[config.mk]
export PLATFORM = sky130hd
export DESIGN_NAME = typed_frame_deframer
export DESIGN_NICKNAME = d
export VERILOG_FILES = /design/src/design/tfd_pkg.sv /design/src/design/tfd_front.sv /design/src/design/tfd_queue.sv /design/src/design/typed_frame_deframer.sv
export VERILOG_INCLUDE_DIRS = /design/src /design/src/design
export SDC_FILE = /design/constraint.sdc
export NUM_CORES = 1
export LEC_CHECK = 0
export BUFFER_PORTS_ARGS = -buffer_cell sky130_fd_sc_hd__buf_2
export CAP_MARGIN = 20
export CORE_MARGIN = 3
export CORE_UTILIZATION = 30
export DETAILED_ROUTE_END_ITERATION = 12
export SLEW_MARGIN = 0
export SYNTH_ARGS = -nofsm -noshare
export SYNTH_HDL_FRONTEND = slang
export SYNTH_HIERARCHICAL = 1
export SYNTH_SLANG_ARGS = --single-unit
[constraint.sdc]
create_clock -name i_clk -period 15.3 [get_ports i_clk]
set_input_delay 2.295 -clock i_clk [delete_from_list [all_inputs] [get_ports i_clk]]
set_output_delay 2.295 -clock i_clk [all_outputs]
set_load 0.05 [all_outputs]
[src/design/assert_macros.svh]
`ifndef ASSERT_MACROS_SVH
`define ASSERT_MACROS_SVH

// Check a property on every rising edge outside reset.
`define TFD_ASSERT(label, clk, rst_n, prop, msg) \
    label: assert property (@(posedge clk) disable iff (!(rst_n)) (prop)) else $error(msg);

// Check that a condition in one cycle leads to a result in the next.
`define TFD_ASSERT_NEXT(label, clk, rst_n, cond, nxt, msg) \
    label: assert property (@(posedge clk) disable iff (!(rst_n)) (cond) |=> (nxt)) \
        else $error(msg);

`endif

[src/design/tfd_pkg.sv]
`default_nettype none

package tfd_pkg;

    localparam int CFG_IDX_W  = 3;
    localparam int CFG_DATA_W = 32;

    // Configuration register indexes
    localparam logic [CFG_IDX_W-1:0] REG_MAGIC_WORD     = 3'd0;
    localparam logic [CFG_IDX_W-1:0] REG_COMMAND_CAP    = 3'd1;
    localparam logic [CFG_IDX_W-1:0] REG_OCR_TEXT_CAP   = 3'd2;
    localparam logic [CFG_IDX_W-1:0] REG_COLOR_TEXT_CAP = 3'd3;
    localparam logic [CFG_IDX_W-1:0] REG_AUDIO_CAP      = 3'd4;

    // Register reset values
    localparam logic [31:0] RST_MAGIC_WORD     = 32'h314E_4553;
    localparam logic [11:0] RST_COMMAND_CAP    = 12'd64;
    localparam logic [11:0] RST_OCR_TEXT_CAP   = 12'd255;
    localparam logic [11:0] RST_COLOR_TEXT_CAP = 12'd63;
    localparam logic [15:0] RST_AUDIO_CAP      = 16'd3200;

    // Message types
    localparam logic [7:0] MSG_OCR_RESULT   = 8'd3;
    localparam logic [7:0] MSG_COMMAND      = 8'd4;
    localparam logic [7:0] MSG_TTS_AUDIO    = 8'd5;
    localparam logic [7:0] MSG_COLOR_RESULT = 8'd7;

    // Result kinds
    localparam logic [1:0] KIND_PAYLOAD   = 2'd0;
    localparam logic [1:0] KIND_EMPTY     = 2'd1;
    localparam logic [1:0] KIND_BAD_MAGIC = 2'd2;

    typedef struct packed {
        logic [7:0] rx_byte;
        logic       new_connection;
    } t_in;

    typedef struct packed {
        logic [1:0] kind;
        logic [7:0] msg_type;
        logic [7:0] data_byte;
        logic       last;
    } t_out;

    // One result handed from the parser to the queue
    typedef struct packed {
        logic valid;
        t_out item;
    } t_push;

endpackage

`default_nettype wire

[src/design/tfd_front.sv]
`default_nettype none

module tfd_front (
    input  wire logic                        i_clk,
    input  wire logic                        i_rst_n,
    input  wire logic                        i_accept,
    input  wire tfd_pkg::t_in                i_item,
    input  wire logic                        i_cfg_we,
    input  wire logic [tfd_pkg::CFG_IDX_W-1:0]  i_cfg_idx,
    input  wire logic [tfd_pkg::CFG_DATA_W-1:0] i_cfg_data,
    output tfd_pkg::t_push                   o_push
);

    localparam logic [1:0] PH_HEADER  = 2'd0;
    localparam logic [1:0] PH_PAYLOAD = 2'd1;
    localparam logic [1:0] PH_DEAD    = 2'd2;

    localparam logic [3:0] HDR_TYPE_POS   = 4'd4;
    localparam logic [3:0] HDR_SIZE_POS   = 4'd8;
    localparam logic [3:0] HDR_MAGIC_END  = 4'd4;
    localparam logic [3:0] HDR_LAST_POS   = 4'd11;

    // Configuration
    logic [31:0] r_magic_word;
    logic [11:0] r_command_cap;
    logic [11:0] r_ocr_text_cap;
    logic [11:0] r_color_text_cap;
    logic [15:0] r_audio_cap;

    // Parser state
    logic [1:0]  r_phase,      n_phase;
    logic [3:0]  r_hdr_cnt,    n_hdr_cnt;
    logic [31:0] r_bytes_left, n_bytes_left;
    logic [15:0] r_keep_left,  n_keep_left;
    logic [31:0] r_magic,      n_magic;
    logic [7:0]  r_type,       n_type;
    logic [31:0] r_size,       n_size;

    // Effective state after a connection restart
    logic [1:0]  w_phase;
    logic [3:0]  w_hdr_cnt;
    logic [31:0] w_bytes_left;
    logic [15:0] w_keep_left;
    logic [31:0] w_bytes_dec;

    // Kept count for the header being closed
    logic [31:0] w_size_full;
    logic [15:0] w_cap;
    logic        w_known;
    logic        w_texty;
    logic        w_audio;
    logic [15:0] w_keep_min;
    logic [15:0] w_keep;

    always_ff @(posedge i_clk) begin
        if (!i_rst_n) begin
            r_magic_word     <= tfd_pkg::RST_MAGIC_WORD;
            r_command_cap    <= tfd_pkg::RST_COMMAND_CAP;
            r_ocr_text_cap   <= tfd_pkg::RST_OCR_TEXT_CAP;
            r_color_text_cap <= tfd_pkg::RST_COLOR_TEXT_CAP;
            r_audio_cap      <= tfd_pkg::RST_AUDIO_CAP;
        end else if (i_cfg_we) begin
            case (i_cfg_idx)
                tfd_pkg::REG_MAGIC_WORD:     r_magic_word     <= i_cfg_data;
                tfd_pkg::REG_COMMAND_CAP:    r_command_cap    <= i_cfg_data[11:0];
                tfd_pkg::REG_OCR_TEXT_CAP:   r_ocr_text_cap   <= i_cfg_data[11:0];
                tfd_pkg::REG_COLOR_TEXT_CAP: r_color_text_cap <= i_cfg_data[11:0];
                tfd_pkg::REG_AUDIO_CAP:      r_audio_cap      <= i_cfg_data[15:0];
                default: ;
            endcase
        end
    end

    always_comb begin
        w_size_full = {i_item.rx_byte, r_size[31:8]};
        w_known     = 1'b1;
        w_texty     = 1'b1;
        w_audio     = 1'b0;
        case (r_type)
            tfd_pkg::MSG_COMMAND:      w_cap = {4'd0, r_command_cap};
            tfd_pkg::MSG_OCR_RESULT:   w_cap = {4'd0, r_ocr_text_cap};
            tfd_pkg::MSG_COLOR_RESULT: w_cap = {4'd0, r_color_text_cap};
            tfd_pkg::MSG_TTS_AUDIO: begin
                w_cap   = {r_audio_cap[15:1], 1'b0};
                w_texty = 1'b0;
                w_audio = 1'b1;
            end
            default: begin
                w_cap   = 16'd0;
                w_known = 1'b0;
                w_texty = 1'b0;
            end
        endcase
        w_keep_min = (w_size_full < {16'd0, w_cap}) ? w_size_full[15:0] : w_cap;
        // audio keeps whole 16-bit samples only
        w_keep     = w_audio ? {w_keep_min[15:1], 1'b0} : w_keep_min;
    end

    always_comb begin
        w_phase      = r_phase;
        w_hdr_cnt    = r_hdr_cnt;
        w_bytes_left = r_bytes_left;
        w_keep_left  = r_keep_left;
        if (i_item.new_connection) begin
            w_phase      = PH_HEADER;
            w_hdr_cnt    = 4'd0;
            w_bytes_left = 32'd0;
            w_keep_left  = 16'd0;
        end
        w_bytes_dec = w_bytes_left - {31'd0, (w_bytes_left != 32'd0)};

        n_phase      = r_phase;
        n_hdr_cnt    = r_hdr_cnt;
        n_bytes_left = r_bytes_left;
        n_keep_left  = r_keep_left;
        n_magic      = r_magic;
        n_type       = r_type;
        n_size       = r_size;
        o_push       = '0;

        if (i_accept) begin
            n_phase      = w_phase;
            n_hdr_cnt    = w_hdr_cnt;
            n_bytes_left = w_bytes_left;
            n_keep_left  = w_keep_left;
            case (w_phase)
                PH_PAYLOAD: begin
                    if (w_keep_left != 16'd0) begin
                        o_push.valid          = 1'b1;
                        o_push.item.kind      = tfd_pkg::KIND_PAYLOAD;
                        o_push.item.msg_type  = r_type;
                        o_push.item.data_byte = i_item.rx_byte;
                        o_push.item.last      = (w_keep_left == 16'd1);
                        n_keep_left           = w_keep_left - 16'd1;
                    end
                    n_bytes_left = w_bytes_dec;
                    if (w_bytes_dec == 32'd0) begin
                        n_phase     = PH_HEADER;
                        n_hdr_cnt   = 4'd0;
                        n_keep_left = 16'd0;
                    end
                end
                PH_HEADER: begin
                    if (w_hdr_cnt < HDR_MAGIC_END) begin
                        n_magic = {i_item.rx_byte, r_magic[31:8]};
                    end else if (w_hdr_cnt == HDR_TYPE_POS) begin
                        n_type = i_item.rx_byte;
                    end else if (w_hdr_cnt >= HDR_SIZE_POS) begin
                        n_size = w_size_full;
                    end
                    if (w_hdr_cnt != HDR_LAST_POS) begin
                        n_hdr_cnt = w_hdr_cnt + 4'd1;
                    end else begin
                        n_hdr_cnt = 4'd0;
                        if (r_magic != r_magic_word) begin
                            n_phase               = PH_DEAD;
                            n_bytes_left          = 32'd0;
                            n_keep_left           = 16'd0;
                            o_push.valid          = 1'b1;
                            o_push.item.kind      = tfd_pkg::KIND_BAD_MAGIC;
                            o_push.item.msg_type  = r_type;
                            o_push.item.last      = 1'b1;
                        end else begin
                            n_bytes_left = w_size_full;
                            n_keep_left  = w_known ? w_keep : 16'd0;
                            n_phase      = (w_size_full != 32'd0) ? PH_PAYLOAD : PH_HEADER;
                            if (w_texty && (w_keep == 16'd0)) begin
                                o_push.valid         = 1'b1;
                                o_push.item.kind     = tfd_pkg::KIND_EMPTY;
                                o_push.item.msg_type = r_type;
                                o_push.item.last     = 1'b1;
                            end
                        end
                    end
                end
                default: ;  // dead: drop the byte
            endcase
        end
    end

    always_ff @(posedge i_clk) begin
        if (!i_rst_n) begin
            r_phase      <= PH_HEADER;
            r_hdr_cnt    <= 4'd0;
            r_bytes_left <= 32'd0;
            r_keep_left  <= 16'd0;
        end else begin
            r_phase      <= n_phase;
            r_hdr_cnt    <= n_hdr_cnt;
            r_bytes_left <= n_bytes_left;
            r_keep_left  <= n_keep_left;
        end
    end

    always_ff @(posedge i_clk) begin
        r_magic <= n_magic;
        r_type  <= n_type;
        r_size  <= n_size;
    end

endmodule

`default_nettype wire

[src/design/tfd_queue.sv]
`default_nettype none

module tfd_queue #(
    parameter int P_DEPTH = 4
) (
    input  wire logic           i_clk,
    input  wire logic           i_rst_n,
    input  wire tfd_pkg::t_push i_push,
    input  wire logic           i_stall,
    output logic                o_valid,
    output tfd_pkg::t_out       o_data,
    output logic                o_full,
    output logic                o_empty
);

    localparam int ADDR_W = (P_DEPTH > 1) ? $clog2(P_DEPTH) : 1;
    localparam int CNT_W  = $clog2(P_DEPTH + 1);

    tfd_pkg::t_out r_mem [P_DEPTH];

    logic [ADDR_W-1:0] r_wr_ptr, n_wr_ptr;
    logic [ADDR_W-1:0] r_rd_ptr, n_rd_ptr;
    logic [CNT_W-1:0]  r_count,  n_count;
    logic              r_out_valid, n_out_valid;
    tfd_pkg::t_out     r_out;
    logic              w_load;

    assign o_full  = (r_count == CNT_W'(P_DEPTH));
    assign o_empty = (r_count == '0);
    // refill the output register when it is free or being taken
    assign w_load  = !o_empty && (!r_out_valid || !i_stall);

    always_comb begin
        n_wr_ptr = r_wr_ptr;
        n_rd_ptr = r_rd_ptr;
        if (i_push.valid) begin
            n_wr_ptr = (r_wr_ptr == ADDR_W'(P_DEPTH - 1)) ? '0 : r_wr_ptr + ADDR_W'(1);
        end
        if (w_load) begin
            n_rd_ptr = (r_rd_ptr == ADDR_W'(P_DEPTH - 1)) ? '0 : r_rd_ptr + ADDR_W'(1);
        end
        n_count = r_count + CNT_W'(i_push.valid) - CNT_W'(w_load);
        if (w_load) begin
            n_out_valid = 1'b1;
        end else if (!i_stall) begin
            n_out_valid = 1'b0;
        end else begin
            n_out_valid = r_out_valid;
        end
    end

    always_ff @(posedge i_clk) begin
        if (!i_rst_n) begin
            r_wr_ptr    <= '0;
            r_rd_ptr    <= '0;
            r_count     <= '0;
            r_out_valid <= 1'b0;
        end else begin
            r_wr_ptr    <= n_wr_ptr;
            r_rd_ptr    <= n_rd_ptr;
            r_count     <= n_count;
            r_out_valid <= n_out_valid;
        end
    end

    always_ff @(posedge i_clk) begin
        if (i_push.valid) begin
            r_mem[r_wr_ptr] <= i_push.item;
        end
        if (w_load) begin
            r_out <= r_mem[r_rd_ptr];
        end
    end

    assign o_valid = r_out_valid;
    assign o_data  = r_out;

endmodule

`default_nettype wire

[src/design/typed_frame_deframer.sv]
// Typed frame deframer: splits a received byte stream into typed messages.
// Input channel i_valid / o_stall carries one stream byte per transaction,
// with new_connection marking the first header byte of a fresh connection.
// Output channel o_valid / i_stall carries results: kept payload bytes (last
// marks the final kept byte), empty-message results and bad-magic errors.
// Configuration registers are written through i_cfg_we / i_cfg_idx /
// i_cfg_data; the user is to write them only while the block is idle, which
// the block itself does not enforce. Unknown indexes are ignored.
// Throughput: one byte per clock while o_stall is low. The parser handles
// each byte in the cycle it is taken and pushes any result into a queue of
// P_QUEUE_DEPTH entries. The queue is written at the edge that takes the
// byte; the output register loads from it when it is free or being taken.
// When the receiver stalls, the output transaction holds and results collect
// in the queue; o_stall rises once the queue is full and drops as it drains.
// Reset (synchronous, active low) restores the register defaults, empties
// the queue and the output register, and returns the parser to header byte 0.
`default_nettype none

`include "assert_macros.svh"

module typed_frame_deframer #(
    parameter int P_QUEUE_DEPTH = 4
) (
    input  wire logic                           i_clk,
    input  wire logic                           i_rst_n,
    input  wire logic                           i_valid,
    output logic                                o_stall,
    input  wire tfd_pkg::t_in                   i_data,
    output logic                                o_valid,
    input  wire logic                           i_stall,
    output tfd_pkg::t_out                       o_data,
    input  wire logic                           i_cfg_we,
    input  wire logic [tfd_pkg::CFG_IDX_W-1:0]  i_cfg_idx,
    input  wire logic [tfd_pkg::CFG_DATA_W-1:0] i_cfg_data
);

    logic           w_accept;
    logic           w_full;
    logic           w_empty;
    tfd_pkg::t_push w_push;

    assign o_stall  = w_full;
    assign w_accept = i_valid && !w_full;

    tfd_front u_front (
        .i_clk      (i_clk),
        .i_rst_n    (i_rst_n),
        .i_accept   (w_accept),
        .i_item     (i_data),
        .i_cfg_we   (i_cfg_we),
        .i_cfg_idx  (i_cfg_idx),
        .i_cfg_data (i_cfg_data),
        .o_push     (w_push)
    );

    tfd_queue #(
        .P_DEPTH (P_QUEUE_DEPTH)
    ) u_queue (
        .i_clk   (i_clk),
        .i_rst_n (i_rst_n),
        .i_push  (w_push),
        .i_stall (i_stall),
        .o_valid (o_valid),
        .o_data  (o_data),
        .o_full  (w_full),
        .o_empty (w_empty)
    );

    `TFD_ASSERT(a_push_not_full, i_clk, i_rst_n, w_push.valid |-> !w_full, "push into full queue")

    `TFD_ASSERT_NEXT(a_queue_drains, i_clk, i_rst_n, !o_valid && !w_empty, o_valid, "queued result not presented")

    `TFD_ASSERT(a_kind_legal, i_clk, i_rst_n, o_valid |-> (o_data.kind == tfd_pkg::KIND_PAYLOAD || o_data.kind == tfd_pkg::KIND_EMPTY || o_data.kind == tfd_pkg::KIND_BAD_MAGIC), "illegal result kind")

    `TFD_ASSERT(a_status_last, i_clk, i_rst_n, (o_valid && o_data.kind != tfd_pkg::KIND_PAYLOAD) |-> (o_data.last && o_data.data_byte == 8'd0), "status result not last or carries data")

endmodule

`default_nettype wire

After elaboration in Yosys (flattened, before gate mapping)
Memory sizes are Yosys's and may differ from the RTL's. A register that Yosys moved wholly into a read port is not among the register bits. Cells that the tools add are included.

Bits in writable memories: 76. Memories kept: 1. Bits of input ports: 49. Word-level logic and storage cells: 116. Bits in registers: 218. Output and inout port bits: 21.

Memory list: u_queue.r_mem (depth 4, width 19, rd ports 1, clocked after memory_dff 1, write ports 1, RTL line tfd_queue.sv:19) `tfd_pkg::t_out r_mem [P_DEPTH];`.

Equal/unequal tests: 17. Reduce and logical (&&, ||, !) cells: 26. Multiplexer cells: 44. Add/sub/neg operators: 7. Bitwise gates (word level): 2. $lt $le $gt $ge: 3.

Operator list (count): 16-bit 2-to-1 mux (7); 32-bit 2-to-1 mux (3); 16-bit case mux with 4 select lines (1); 32-bit case mux with 2 select lines (1); 32-bit nonzero test (2); 20-bit 2-to-1 mux (2); 11-bit 2-to-1 mux (3); 32-bit zero test (1); 32-bit by 16-bit < comparator with 1-bit output (1); 32-bit != test (1); 16-bit case mux with 2 select lines (1); 32-bit by 1-bit subtractor with 32-bit output (1); 8-bit by 3-bit equality test with 1-bit output (second input constant) (3); 11-bit case mux with 2 select lines (1); 16-bit by 1-bit equality test with 1-bit output (second input constant) (1); 16-bit zero test (1); 16-bit nonzero test (1); 16-bit by 1-bit subtractor with 16-bit output (second input constant) (1); 1-bit 2-to-1 mux (12); 2-bit 2-to-1 mux (6); 4-bit 2-to-1 mux (3); 2-bit AND reduction (5); 8-bit by 2-bit equality test with 1-bit output (second input constant) (1); 8-bit 2-to-1 mux (1); other kinds (28) (39).

Longest topological paths before layout
Gate-level depths: netlist of run 1.

Depth in word-level cells: 14. Depth in mapped cells: 21. Mapped depth without buffers: 19.

Cells and area by module
Netlist of run 1, hierarchy kept.

Modules (own cells, without submodules): tfd_front (area each 11158.2 µm², instances 1, cells an instance 1332, seq. area each 4664.5 µm²); tfd_queue (area each 3781.1 µm², instances 1, cells an instance 166, seq. area each 3012.9 µm²); typed_frame_deframer (area each 13.8 µm², instances 1, cells an instance 1, seq. area each 0.0 µm²).

Worst setup path after synthesis of run 1
Ideal clock, no wire load.

Path type: input -> register. Start: input i_data[0] in the netlist's numbering. End: register u_front.r_size[10] (enable). Setup slack: 8.765 ns. Stages: 7. Library setup time: 0.474 ns. Required time: 14.826 ns. Data arrival time: 6.061 ns. Buffers on the path: 6. Path through: clkbuf_1 > clkbuf_1 > clkbuf_1 > buf_1 > clkbuf_1 > buf_1 > nor4b_1.

Word-level cells in the longest chain between the ends: 4. Elaborated cells on any way between the ends: 9. Classes of those cells: order compare (2); eq/ne (1); mux (2); bitwise (2); reduce/logical (2).

Ends and longest elaborated chain: from (decl) (RTL line typed_frame_deframer.sv:28) `input wire tfd_pkg::t_in i_data,`; 4-bit 2-to-1 mux (RTL line tfd_front.sv:104) `if (i_item.new_connection) begin`; 4-bit by 3-bit < comparator with 1-bit output or 4-bit by 3-bit equality test with 1-bit output (tied branches) (RTL line tfd_front.sv:144, tfd_front.sv:146); 1-bit NOT (no source line); 5-bit AND reduction (no source line) *; to (signal assigned) (RTL line tfd_front.sv:198) `r_size <= n_size;`; to (decl) (RTL line tfd_front.sv:37) `logic [31:0] r_size, n_size;`.

Mark *: on every way between the ends. The rest lies on a longest branch, timed or not. A chain may end at the register's enable or synchronous reset.

Final worst setup path of run 1
Start: input i_data[0] in the netlist's numbering. End: register u_front.r_hdr_cnt[1].

Word-level cells in the longest chain between the ends: 6. Elaborated cells on any way between the ends: 13. Classes of those cells: add/sub (2); eq/ne (2); mux (6); reduce/logical (3).

Ends and longest elaborated chain: 32-bit 2-to-1 mux (RTL line tfd_front.sv:104); 32-bit nonzero test (RTL line tfd_front.sv:110) `w_bytes_dec = w_bytes_left - {31'd0, (w_bytes_left != 32'd0)};`; 32-bit by 1-bit subtractor with 32-bit output (RTL line tfd_front.sv:110); 32-bit zero test (RTL line tfd_front.sv:137) `if (w_bytes_dec == 32'd0) begin`; 4-bit 2-to-1 mux (RTL line tfd_front.sv:137); 4-bit case mux with 2 select lines * (RTL line tfd_front.sv:126) `case (w_phase)`; to (signal assigned) (RTL line tfd_front.sv:189) `r_hdr_cnt <= n_hdr_cnt;`; to (decl) (RTL line tfd_front.sv:32) `logic [3:0] r_hdr_cnt, n_hdr_cnt;`.

Marked as above.

==> results of run 1 <==
-- power breakdown --
part / internal, mW / leakage, nW / switching, mW
sequential: 0.927 / 2.56 / 0.0495
clock: 0.470 / 0.545 / 0.329
combinational: 0.172 / 2.70 / 0.308
-- cell type report --
class                           instances  area [um^2]
Fill cell                            4944        32000
Sequential cell                       304         7680
Multi-Input combinational cell       1076         6840
Clock buffer                           45          976
Tap cell                              664          831
Timing Repair Buffer                   85          536
Clock inverter                         17          136
Inverter                               23         86.3
Antenna cell                            1         2.50
-- metrics by stage --
stage	total power, mW	hold WS (ns)
2_1_floorplan	1.34	0.432
3_3_place_gp	1.46	0.449
3_5_place_dp	1.46	0.457
4_1_cts	2.27	0.467
5_1_grt	2.37	0.482
6_report	2.26	0.467
-- worst paths after layout --
| check | from | end | slack (ns) |
|---|---|---|---|
| max | i_data[0] | u_front/r_hdr_cnt[1] | 8.40 |
| max reg2reg | u_front/r_type[0] | u_queue/r_mem[0][15] | 8.76 |
| min | u_front/r_command_cap[8] | u_front/r_command_cap[8] | 0.47 |
| min reg2reg | u_front/r_command_cap[8] | u_front/r_command_cap[8] | 0.47 |
-- layer usage --
| metal | global-route usage, % | vias up | part of all wire [%] |
|---|---|---|---|
| met5 | 0 | - | 0 |
| met4 | 4.57 | 0 | 2.6 |
| met3 | 2.85 | 66 | 6.1 |
| met2 | 24.9 | 374 | 47 |
| met1 | 20.4 | 5617 | 44 |
| li1 | - | 5530 | - |
-- flip-flops by register name (all words and copies together) (netlist names), 8 cells and up --
register                  cells
u_front/r_audio_cap          15
u_front/r_bytes_left         32
u_front/r_color_text_cap     12
u_front/r_command_cap        12
u_front/r_keep_left          16
u_front/r_magic              32
u_front/r_magic_word         32
u_front/r_ocr_text_cap       12
u_front/r_size               24
u_front/r_type                8
u_queue/o_data               19
u_queue/r_mem                76
-- kinds of logic (layout without fill, tap and decap cells) --
logic type | Yosys count | count (layout)
AOI/OAI and AO/OA | 332 | 332
xor gates and xnor gates | 47 | 47
muxes | 47 | 47
other | 0 | 1
DFF | 304 | 304
and+or+nand+nor | 621 | 621
adders and majority gates | 29 | 29
buffers and inverters | 119 | 170
-- cells in the final DEF, fill, tap and decap left out, drive strengths merged, types with 23 or more instances in the layout --
| master | Yosys | routed |
|---|---|---|
| ha | 28 | 28 |
| nor4 | 35 | 35 |
| a21oi | 55 | 55 |
| xor2 | 37 | 37 |
| nor3 | 23 | 23 |
| mux2i | 26 | 26 |
| a21boi | 52 | 52 |
| buf | 14 | 85 |
| a22oi | 30 | 30 |
| edfxtp | 159 | 159 |
| nor2b | 43 | 43 |
| inv | 23 | 23 |
| o21ai | 87 | 87 |
| dfxtp | 145 | 145 |
| nor2 | 79 | 79 |
| nand2 | 270 | 270 |
| and2 | 28 | 28 |
| clkbuf | 82 | 45 |
| nand3 | 48 | 48 |
-- tightest hold or removal path: cells and delay by family, from the launching register on --
family	cells	cell delay [ns]
flops	1	0.31
compound gates	1	0.07
simple gates	1	0.05
==> impl.org, run 1 <==
** Outcome
- The flow ran to the end, and the final reports show no timing, DRC or antenna violations.

** Timing
- In this run the tightest slew margin relative to its limit is 31.5%.
- Setup repair after global routing left no endpoint under its margin.
- Total of endpoints with negative setup slack in the final report :: 0
- Clock skew on the completed layout was measured at 0.0131 ns.
- Final-layout setup total negative slack :: 0 ns
- Final critical delay including setup and external delays :: 6.90 ns
- Hold Fails Final Rpt :: 0
- Highest clock frequency the design can meet :: 145 MHz
- For the pin with the worst max-slew slack, the measured transition is 1.03 ns.
- In the post-route analysis, the smallest setup slack over all paths is 8.40 ns.
- Number of pins with negative max-slew slack in the final report :: 0
- Final period utilization :: 45.1%

** CTS
- Clock tree synthesis found a total of 304 sinks.
- Deepest level of the CTS H-tree :: 2
- Buffers from clock root to sink, at most :: 3
- At the later pin of the worst-skew pair, clock insertion delay measures 0.52 ns.
- Buffers inserted to repair hold after CTS numbered 0.
- Post-CTS repair timing setup buffer count :: 0
- TritonCTS built the clock tree.
- CTS buffer count :: 34
- Root Buffer :: sky130_fd_sc_hd__clkbuf_16
- After clock tree synthesis, the clock-pin slew on the worst setup and hold paths is 0.06 ns.
- Resized cells post-CTS :: 0

** Die
- The die covers 52600 um^2.
- Placement row count :: 81
- The initial utilization of the core area, before any placement, comes to 30.5%.
- Placeable core area :: 49100 um^2
- The floorplan step set the die height to 229 um.
- Die extent in x :: 229 um
- Ports placed on the boundary :: 70

** Worst setup path
- The number of buffers and inverters on the critical path is 4.
- Worst path max stage delay :: 0.77 ns
- Critical path data required time :: 15.71 ns
- Counting cells, the worst reg-to-reg path comes to 13.
- Endpoint arrival time on the critical path :: 7.30 ns
- Worst setup EP type :: register
- The critical path is of the in2reg type.
- The slowest stage of the critical path is the sky130_fd_sc_hd__nor4_1 cell.
- Along the worst path, the maximum fanout reaches 35.
- Kind of start point of the critical path :: primary input
- Walking the worst path, the cells encountered are buf_2, inv_1, buf_4, nand2_1, ha_1, ha_1, inv_1, a2111oi_0, a41oi_1, o31ai_1, a32oi_1, nor4_1, a21oi_2, nand2b_4, a32o_1.
- The cell family contributing the most delay on the critical path is compound AO/OA/AOI/OAI gates.
- Cell count along the critical path :: 15

** Placed design
- Placer Congestion :: 0.907
- HPWL after DPL :: 28.1 mm
- Placed standard-cell area :: 15900 um^2
- Counting tap cells, the placed design contains a total of 2147 instances.
- Timing analysis after detailed placement gives a worst setup slack of 8.04 ns.
- Input and output buffers added on the ports amount to 69.

** Worst hold path
- The worst hold path passes through 2 cells.
- The tightest min-delay check is of the reg2reg type.

** Logic synthesis
- Yosys instantiated no cell more often than sky130_fd_sc_hd__nand2_1.
- Post-Synth Adder-Cell Area :: 2.48%
- Of all cell types, the one taking the most synthesized area is sky130_fd_sc_hd__edfxtp_1.
- Dominant cells by area after synthesis :: sky130_fd_sc_hd__edfxtp_1 32%, sky130_fd_sc_hd__dfxtp_1 19%, sky130_fd_sc_hd__nand2_1 6.8%, sky130_fd_sc_hd__o21ai_0 2.8%, sky130_fd_sc_hd__mux4_2 2.7%
- The mapped netlist covers 15000 um^2.
- Post-synthesis async set-or-reset flop share :: 0%
- After Yosys synthesis, XOR and XNOR cells account for 2.75% of the synthesized area.
- The top cell type by area accounts for 31.9% of the synthesized area.
- Average instance area after synthesis :: 9.98 um^2
- Compound-gate portion of the synthesized area :: 14.6%
- Unique masters post-synth :: 78
- Synthesis produced a netlist with a net count of 1577.
- After synthesis the netlist holds a flip-flop and latch count of 304.
- Dominant register cell in the synthesized netlist :: sky130_fd_sc_hd__edfxtp_1
- Post-synthesis instance total :: 1499
- By area, the combinational part of the netlist is dominated by simple AND/OR/NAND/NOR gates.
- Count of flip-flops with a built-in enable after synthesis :: 159
- After Yosys synthesis, and, or, nand and nor cells account for 20.8% of the synthesized area.
- Measured against the total synthesized area, the mux share comes to 4.78%.
- The commonest cells after synthesis are 270 x sky130_fd_sc_hd__nand2_1, 159 x sky130_fd_sc_hd__edfxtp_1, 145 x sky130_fd_sc_hd__dfxtp_1.
- Synth warnings :: 6
- Sequential share of the synthesized area :: 51.3%

** Final layout
- In the final design database the tool counted 1602 nets.
- Share of post-route cells with drive strength above 1 :: 11.7%
- Once layout is complete, the utilization of the core stands at 34.8%.
- Growth of design area from synthesis to finish :: 14.2%
- The finished cells cover 17100 um^2.
- Count of placed standard cells in the final layout, fillers left out :: 2215

** Power
- The analysis attributes to cell leakage a power of 5.81 nW.
- Worst vdd ir :: 61.8 uV
- Power spread over the standard cell area amounts to 132 nW/um^2.

** Drt
- Average routed wire per standard cell :: 18.4 um
- After detailed routing, the number of remaining DRC violations is 0.
- Sum of routed wire length over all layers :: 40.7 mm
- After detailed routing, the number of vias per cell comes to 5.23.
- Before antenna repair, the detailed router went through 5 iterations.
- The detail route stage leaves a number of antenna-violating nets equal to 0.
- For this block, the initial DRC count from the detailed router was 961.
- Across all layers, the routed design uses 11600 vias.

** Global routing
- Entering global routing, the biggest net connects 84 pins.
- Global routing used 15.2% of the available tracks across all layers.
- The total overflow left after global routing is 0.
- Via count of the first global-routing pass :: 11300
- First-pass GRT wire length :: 64.4 mm
- Number of antenna violations at the first check in global routing :: 1

** Job
- Maximum Capacitance Violations :: 0
(Power assumes the default switching activity.)
==> inputs of run 2 (changes only) <==
clock period = 7.09 ns   (was 15.3 ns; I/O delays follow)
==> impl.org, run 2 (same netlist as run 1, synthesis figures left out) <==
** Worst setup path
- The data required time of the worst path was 7.23 ns (-8.48 ns).
- Classification of the worst setup path :: reg2reg
- The register-to-register path setup slack came to 1.33 ns (-7.43 ns).
- The worst register-to-register path begins at u_front/r_type[0].
- The worst setup path is captured at a register.
- Worst Reg2Reg Path Length in Cells :: 12 (-1)
- Kind of start point of the critical path :: register
- Reg-to-Reg End :: u_queue/r_mem[0][6]
- Endpoint arrival time on the critical path :: 5.90 ns (-1.40 ns)
- The largest driver fanout on the critical path was 21 (-40%).

** Die
- The initial cell density of the core came to 30.5% (unchanged).
- Placement row count :: 81 (unchanged)
- Ports placed on the boundary :: 70 (unchanged)
- Die extent in x :: 229 um (unchanged)
- Chip height :: 229 um (unchanged)
- Placeable core area :: 49100 um^2 (unchanged)
- The die outline area came to 52600 um^2 (unchanged).

** CTS
- The cell sitting at the root of the clock tree is a sky130_fd_sc_hd__clkbuf_16.
- The clock net sink count was 304 (unchanged).
- The H-tree level count came to 2 (unchanged).
- The number of buffers inserted during clock tree synthesis came to 34 (unchanged).
- TritonCTS built the clock tree.
- The post-cts repair resize count came to 0 (unchanged).
- Post-CTS repair timing setup buffer count :: 0 (unchanged)
- Later-pin clock latency in the skew report :: 0.54 ns (+0.02 ns)
- The clock edge transition at the registers on the reported setup and hold paths came to 0.06 ns (about the same).
- The hold buffer count at CTS was 0 (unchanged).
- Buffers from clock root to sink, at most :: 3 (unchanged)

** Final layout
- The fraction of layout cells with a size suffix above 1 was 11.9% (+0.18 points).
- Leaving out fill and tap cells, the most frequent cells in the layout are 270 x sky130_fd_sc_hd__nand2_1, 159 x sky130_fd_sc_hd__edfxtp_1, 145 x sky130_fd_sc_hd__dfxtp_1, 83 x sky130_fd_sc_hd__o21ai_0, 79 x sky130_fd_sc_hd__nor2_1.
- Growth of design area from synthesis to finish :: 14.4%
- Most common library cell in the layout ignoring fill and taps :: sky130_fd_sc_hd__nand2_1
- The register with the most flip-flops in the final layout is u_queue/r_mem.
- Final net count :: 1604 (+0.12%)
- Flip-flop count of the largest register, all copies and words added :: 76 (unchanged)
- Antenna Diode Count :: 0 (-1)

** Global routing
- The total global routing overflow came to 0 (unchanged).
- The maximum number of pins on one net before global-route repair came to 84 (unchanged).
- Via count of the first global-routing pass :: 11400 (+0.46%)
- First-pass GRT wire length :: 66.3 mm (+3.0%)
- Total global routing track utilization :: 15.8% (+0.60 points)
- The initial antenna violation count is 2 (+1).

** Placed design
- The half-perimeter wire length after placement came to 28.8 mm (+2.7%).
- Port-buffer cells :: 69 (unchanged)
- Placer Congestion :: 0.883 (-2.6%)

** Power
- Net switching power of the design :: 1.51 mW (+120%)
- Switching power share of the total :: 30.4% (-0.044 points)
- Power share of the clock group :: 36.4% (+1.0 points)
- Worst vdd ir :: 152 uV (+150%)
- The part of the total power dissipated in combinational logic was 21.1% (-0.2 points).
- The leakage component of the power was 5.82 nW (+0.15%).
- The internal power summed over all cells is 3.46 mW (+120%).
- Power Density :: 291 nW/um^2 (+120%)
- Total design power :: 4.97 mW (+120%)
- Sequential share of power :: 42.4% (-0.9 points)

** Timing
- Number of pins with negative max-slew slack in the final report :: 0 (unchanged)
- Pin slew with the least headroom to its limit :: 1.07 ns (+0.0433 ns)
- Setup repair after global routing missed its margin :: no
- The relative max-transition margin is 28.3% (-3.2 points).
- The final worst clock skew is 0.0293 ns (+0.0162 ns).
- For this run, the top clock speed supported by timing is 174 MHz.
- Final period utilization :: 81.3%
- The number of endpoints failing setup at the final stage is 0 (unchanged).
- Hold Fails Final Rpt :: 0 (unchanged)
- Final-layout setup total negative slack :: 0 ns (unchanged)
- Subtracting the final worst setup slack from the clock period gives 5.76 ns.

** Drt
- The average via count per standard cell is 5.31 (+1.5%).
- Average routed wire per standard cell :: 19.0 um (+3.4%)
- The number of optimization iterations in the first detailed-route pass was 7 (+2).
- Detailed-route via count :: 11800 (+1.5%)
- Detail Route Antenna Nets :: 0 (unchanged)
- The starting DRC count in detailed routing was 1062 (+11%).
- The remaining routing DRC violations is 0 (unchanged).
- The total wire length after detailed routing was 42.1 mm (+3.4%).

** Job
- The max capacitance violation total came to 0 (unchanged).

** Worst hold path
- Hold-critical path endpoint :: u_front/r_audio_cap[10]
- Min-Delay Path Depth :: 2 (unchanged)
- Type of the tightest min-delay check :: reg2reg
- Hold Crit Start :: u_front/r_audio_cap[10]

** Outcome
- The flow ran to the end, and the final reports show no timing, DRC or antenna violations.
[run 2: cell types whose count changed in the layout (fill, tap and decap cells not counted), sizes merged, moves of 2 or more]
cell,before,now
clkinv,15,8
clkbuf,45,47
inv,23,25
bufinv,1,4
[run 2: cell type report]
| cell class | count | area [um^2] |
|---|---|---|
| clock buffers | 46 | 947 |
| clock inverters | 16 | 201 |
| well taps | 664 | 831 |
| inverters | 23 | 86.3 |
| repair buffers | 87 | 523 |
| multi-input cells | 1076 | 6840 |
| flip-flops and latches | 304 | 7680 |
| fillers | 5004 | 31900 |
[run 2: power by group through the flow]
stage               clock (mW)  combinational [mW]  sequential [mW]
global placement             0                1.03             2.15
detailed placement           0                1.04             2.15
CTS                       1.85                1.05             2.11
global route              1.93                1.15             2.12
finish                    1.81                1.05             2.11
floorplan                    0               0.681             2.21
[run 2: worst max path at each step]
stage / from / to / slack [ns] / depth (start not counted)
4_1_cts: u_front/r_type[0] / u_queue/r_mem[0][6] / 1.39 / 12
6_report: u_front/r_type[0] / u_queue/r_mem[0][6] / 1.33 / 12
3_3_place_gp: u_front/r_type[2] / u_queue/r_mem[0][8] / 1.54 / 14
3_5_place_dp: i_data[0] / u_front/r_hdr_cnt[1] / 1.25 / 16
5_1_grt: u_front/r_type[0] / u_queue/r_mem[2][1] / 0.91 / 12
2_1_floorplan: i_data[0] / u_front/r_size[10] / 1.79 / 7
[run 2: per-layer routing]
layer	vias to the layer above	share of wire (%)	track usage, %
li1	5534	-	-
met1	5792	46	22.0
met2	368	46	25.6
met3	69	5.3	2.25
met4	2	2.3	4.31
met5	-	0.038	0
[run 2: through the flow]
stage	utilization (%)	hold WS (ns)	setup slack, ns	std cells	cell area, um^2
CTS	34.7	0.468	1.39	2212	17000
global route	34.9	0.485	0.911	2216	17100
global placement	32.4	0.451	1.54	2150	15900
detailed placement	32.4	0.457	1.25	2150	15900
finish	34.9	0.467	1.33	2216	17100
floorplan	-	0.432	1.79	1499	15000
[run 2: critical path: stages, from the launching register on]
cell and delay [ns]:
sky130_fd_sc_hd__edfxtp_1 0.95, sky130_fd_sc_hd__nor4bb_1 0.85, sky130_fd_sc_hd__and2_1 0.32, sky130_fd_sc_hd__nand2_1 0.10
sky130_fd_sc_hd__ha_1 0.20, sky130_fd_sc_hd__a211oi_1 0.20, sky130_fd_sc_hd__o21ai_0 0.11, sky130_fd_sc_hd__a2111oi_0 0.53
sky130_fd_sc_hd__o211a_1 0.27, sky130_fd_sc_hd__mux2_2 0.18, sky130_fd_sc_hd__nor2_1 0.05, sky130_fd_sc_hd__o21bai_1 0.70
sky130_fd_sc_hd__and2_1 0.91
==> inputs of run 3 (changes only) <==
clock period = 4.9 ns   (was 7.09 ns; I/O delays follow)
==> impl.org, run 3 (same netlist as run 1, synthesis figures left out) <==
** Worst setup path
- Classification of the worst setup path :: reg2reg
- The largest driver fanout on the critical path is 7 (-67%).
- STA classifies the critical path startpoint as a register.
- The endpoint identified for the worst register-to-register timing path is u_queue/r_count[2].
- Worst setup EP type :: register
- Endpoint arrival time on the critical path :: 4.98 ns (-0.92 ns)
- The worst register-to-register path begins at u_front/r_type[3].
- The data required time of the worst path came to 5.33 ns (-1.90 ns).
- The most critical setup path has its startpoint at u_front/r_type[3].
- Worst Reg2Reg Path Length in Cells :: 19 (+7)
- R2r setup slk :: 0.35 ns (-0.98 ns)
- Critical Path Sink :: u_queue/r_count[2]

** Final layout
- The count of antenna diodes in the layout is 0 (unchanged).
- Share of post-route cells with drive strength above 1 :: 13.5% (+1.6 points)
- Most common library cell in the layout ignoring fill and taps :: sky130_fd_sc_hd__nand2_1
- Final net count :: 1626 (+1.4%)
- The library cells used most frequently in the layout, excluding fill and tap cells, are 270 x sky130_fd_sc_hd__nand2_1, 159 x sky130_fd_sc_hd__edfxtp_1, 145 x sky130_fd_sc_hd__dfxtp_1, 83 x sky130_fd_sc_hd__o21ai_0, 79 x sky130_fd_sc_hd__nor2_1.
- The register with the most flip-flops in the final layout is u_queue/r_mem.
- Flip-flop count of the largest register, all copies and words added :: 76 (unchanged)
- From synthesis to final layout, the design area changed by 15.3%.

** Power
- The peak supply drop is 235 uV (+54%).
- The leakage component of the power came to 5.92 nW (+1.7%).
- Power Density :: 410 nW/um^2 (+41%)

** Timing
- Setup slack after layout :: 0.348 ns (-0.980 ns)
- The transition time at the pin with the least slew margin came to 1.05 ns (-0.0167 ns).
- The final count of pins violating max slew is 0 (unchanged).
- The achievable frequency is 220 MHz (+27%).
- Hold Fails Final Rpt :: 0 (unchanged)
- Final period utilization :: 92.9% (+12 points)
- Slew headroom :: 29.6% (+1.3 points)
- The number of endpoints failing setup at the final stage is 0 (unchanged).
- Worst Skew :: 0.0271 ns (-0.00218 ns)
- Final critical delay including setup and external delays :: 4.55 ns (-1.21 ns)
- Setup repair after global routing left no endpoint under its margin.
- The setup TNS after final layout is 0 ns (unchanged).

** CTS
- TritonCTS built the clock tree.
- Post-CTS repair timing setup buffer count :: 0 (unchanged)
- The clock edge transition at the registers on the reported setup and hold paths was 0.07 ns (about the same).
- The clock insertion delay at the later pin of the skew report came to 0.53 ns (about the same).
- In this run the clock root is driven by a sky130_fd_sc_hd__clkbuf_16.
- The clock net sink count came to 304 (unchanged).
- The hold buffer count at CTS came to 0 (unchanged).
- The H-tree level count was 2 (unchanged).
- CTS buffer count :: 35 (+2.9%)
- Buffers from clock root to sink, at most :: 3 (unchanged)

** Die
- The floorplan die height was 229 um (unchanged).
- Ports placed on the boundary :: 70 (unchanged)
- Die extent in x :: 229 um (unchanged)
- Placement row count :: 81 (unchanged)
- Placeable core area :: 49100 um^2 (unchanged)
- Die outline area :: 52600 um^2 (unchanged)
- The initial cell density of the core was 30.5% (unchanged).

** Global routing
- The total track usage came to 15.7% (-0.056 points).
- First-pass GRT wire length :: 65.7 mm (-0.92%)
- The total global routing overflow came to 0 (unchanged).
- Via count of the first global-routing pass :: 11500 (+1.1%)
- Maximum number of pins on one net before global-route repair :: 91 (+8.3%)
- The initial antenna violation count is 0 (-2).

** Drt
- Mean number of vias per cell :: 5.26 (-0.98%)
- Length of the first detailed-routing pass in iterations :: 5 (-2)
- Number of DRC violations after detailed routing :: 0 (unchanged)
- Detail Route Antenna Nets :: 0 (unchanged)
- Detailed-route via count :: 11800 (-0.042%)
- Average routed wire per standard cell :: 18.8 um (-0.90%)
- The total wire length after detailed routing is 42.2 mm (about the same).
- The starting DRC count in detailed routing was 871 (-18%).

** Placed design
- The half-perimeter wire length after placement is 29.2 mm (+1.2%).
- The number of I/O port buffers is 69 (unchanged).
- The global placer's final weighted congestion was 0.937 (+6.1%).
- The setup slack after placement was 0.0511 ns (-1.20 ns).

** Job
- Maximum Capacitance Violations :: 0 (unchanged)

** Outcome
- Run status :: completed

** Worst hold path
- Type of the tightest min-delay check :: in2reg
[run 3: cell types whose count changed in the layout (fill, tap and decap cells not counted), moves of 2 or more]
cell,before,now
sky130_fd_sc_hd__bufinv_16,4,1
sky130_fd_sc_hd__clkbuf_1,8,5
sky130_fd_sc_hd__buf_4,15,36
sky130_fd_sc_hd__and2_1,28,24
sky130_fd_sc_hd__and2_2,0,4
sky130_fd_sc_hd__clkinv_1,2,4
[run 3: worst min path at each step]
stage,start,endpoint,slack [ns],cells after the start
6_report,i_cfg_data[22],u_front/r_magic_word[22],0.43,3
5_1_grt,i_cfg_data[24],u_front/r_magic_word[24],0.43,3
4_1_cts,i_cfg_data[19],u_front/r_magic_word[19],0.40,3
3_5_place_dp,u_front/r_ocr_text_cap[7],u_front/r_ocr_text_cap[7],0.46,2
3_3_place_gp,u_front/r_color_text_cap[0],u_front/r_color_text_cap[0],0.45,2
2_1_floorplan,u_front/r_color_text_cap[4],u_front/r_color_text_cap[4],0.43,2
[run 3: final cells by class]
class | instances | area (um^2)
Sequential cell | 304 | 7680
Timing Repair Buffer | 108 | 711
Clock inverter | 19 | 153
Inverter | 23 | 86.3
Multi-Input combinational cell | 1076 | 6860
Tap cell | 664 | 831
Fill cell | 4936 | 31800
Clock buffer | 43 | 927
[run 3: what timing repair did]
item                                    in CTS  in global routing
endpoints found under the setup margin      17                 88
gates resized for setup                      2                  6
hold endpoints to repair                     0                  0
[run 3: power by group]
part	internal, mW	leakage [nW]	switching (mW)
Sequential	2.90	2.56	0.158
Clock	1.42	0.533	1.06
Combinational	0.561	2.83	0.981
[run 3: metal layers]
layer  up-vias  routed length (um)  part of all wire [%]  track usage (%)
met5         -                   0                     0                0
met4         0                1450                   3.4             5.69
met3        89                2430                   5.8             2.54
met2       388               19500                    46             25.5
met1      5702               18800                    45             21.3
li1       5581                   -                     -                -
[run 3: metrics by stage]
step                      power [mW]  hold WS [ns]  instances  instance area (um^2)  util [%]
after detailed placement        4.63         0.457       2172                 16100      32.8
after global routing            7.41         0.433       2237                 17200      35.2
after CTS                       7.12         0.405       2234                 17100      35.0
after global placement          4.61         0.450       2172                 16100      32.8
final                           7.07         0.431       2237                 17200      35.2
after floorplan                 4.19         0.432       1499                 15000         -
[run 3: critical path, stage by stage (launching register included)]
cell and delay, ns:
sky130_fd_sc_hd__edfxtp_1 0.48, sky130_fd_sc_hd__or3b_2 0.49, sky130_fd_sc_hd__nor2_1 0.13, sky130_fd_sc_hd__a21oi_1 0.06, sky130_fd_sc_hd__a21oi_1 0.22, sky130_fd_sc_hd__inv_1 0.10
sky130_fd_sc_hd__ha_1 0.30, sky130_fd_sc_hd__a211oi_1 0.23, sky130_fd_sc_hd__o21ai_0 0.14, sky130_fd_sc_hd__a2111oi_1 0.49, sky130_fd_sc_hd__o211a_1 0.26, sky130_fd_sc_hd__mux2_2 0.18
sky130_fd_sc_hd__nor2_1 0.06, sky130_fd_sc_hd__o21bai_2 0.24, sky130_fd_sc_hd__ha_1 0.20, sky130_fd_sc_hd__inv_1 0.05, sky130_fd_sc_hd__fa_1 0.39, sky130_fd_sc_hd__xnor2_1 0.15
sky130_fd_sc_hd__xnor2_1 0.12, sky130_fd_sc_hd__and2_1 0.15
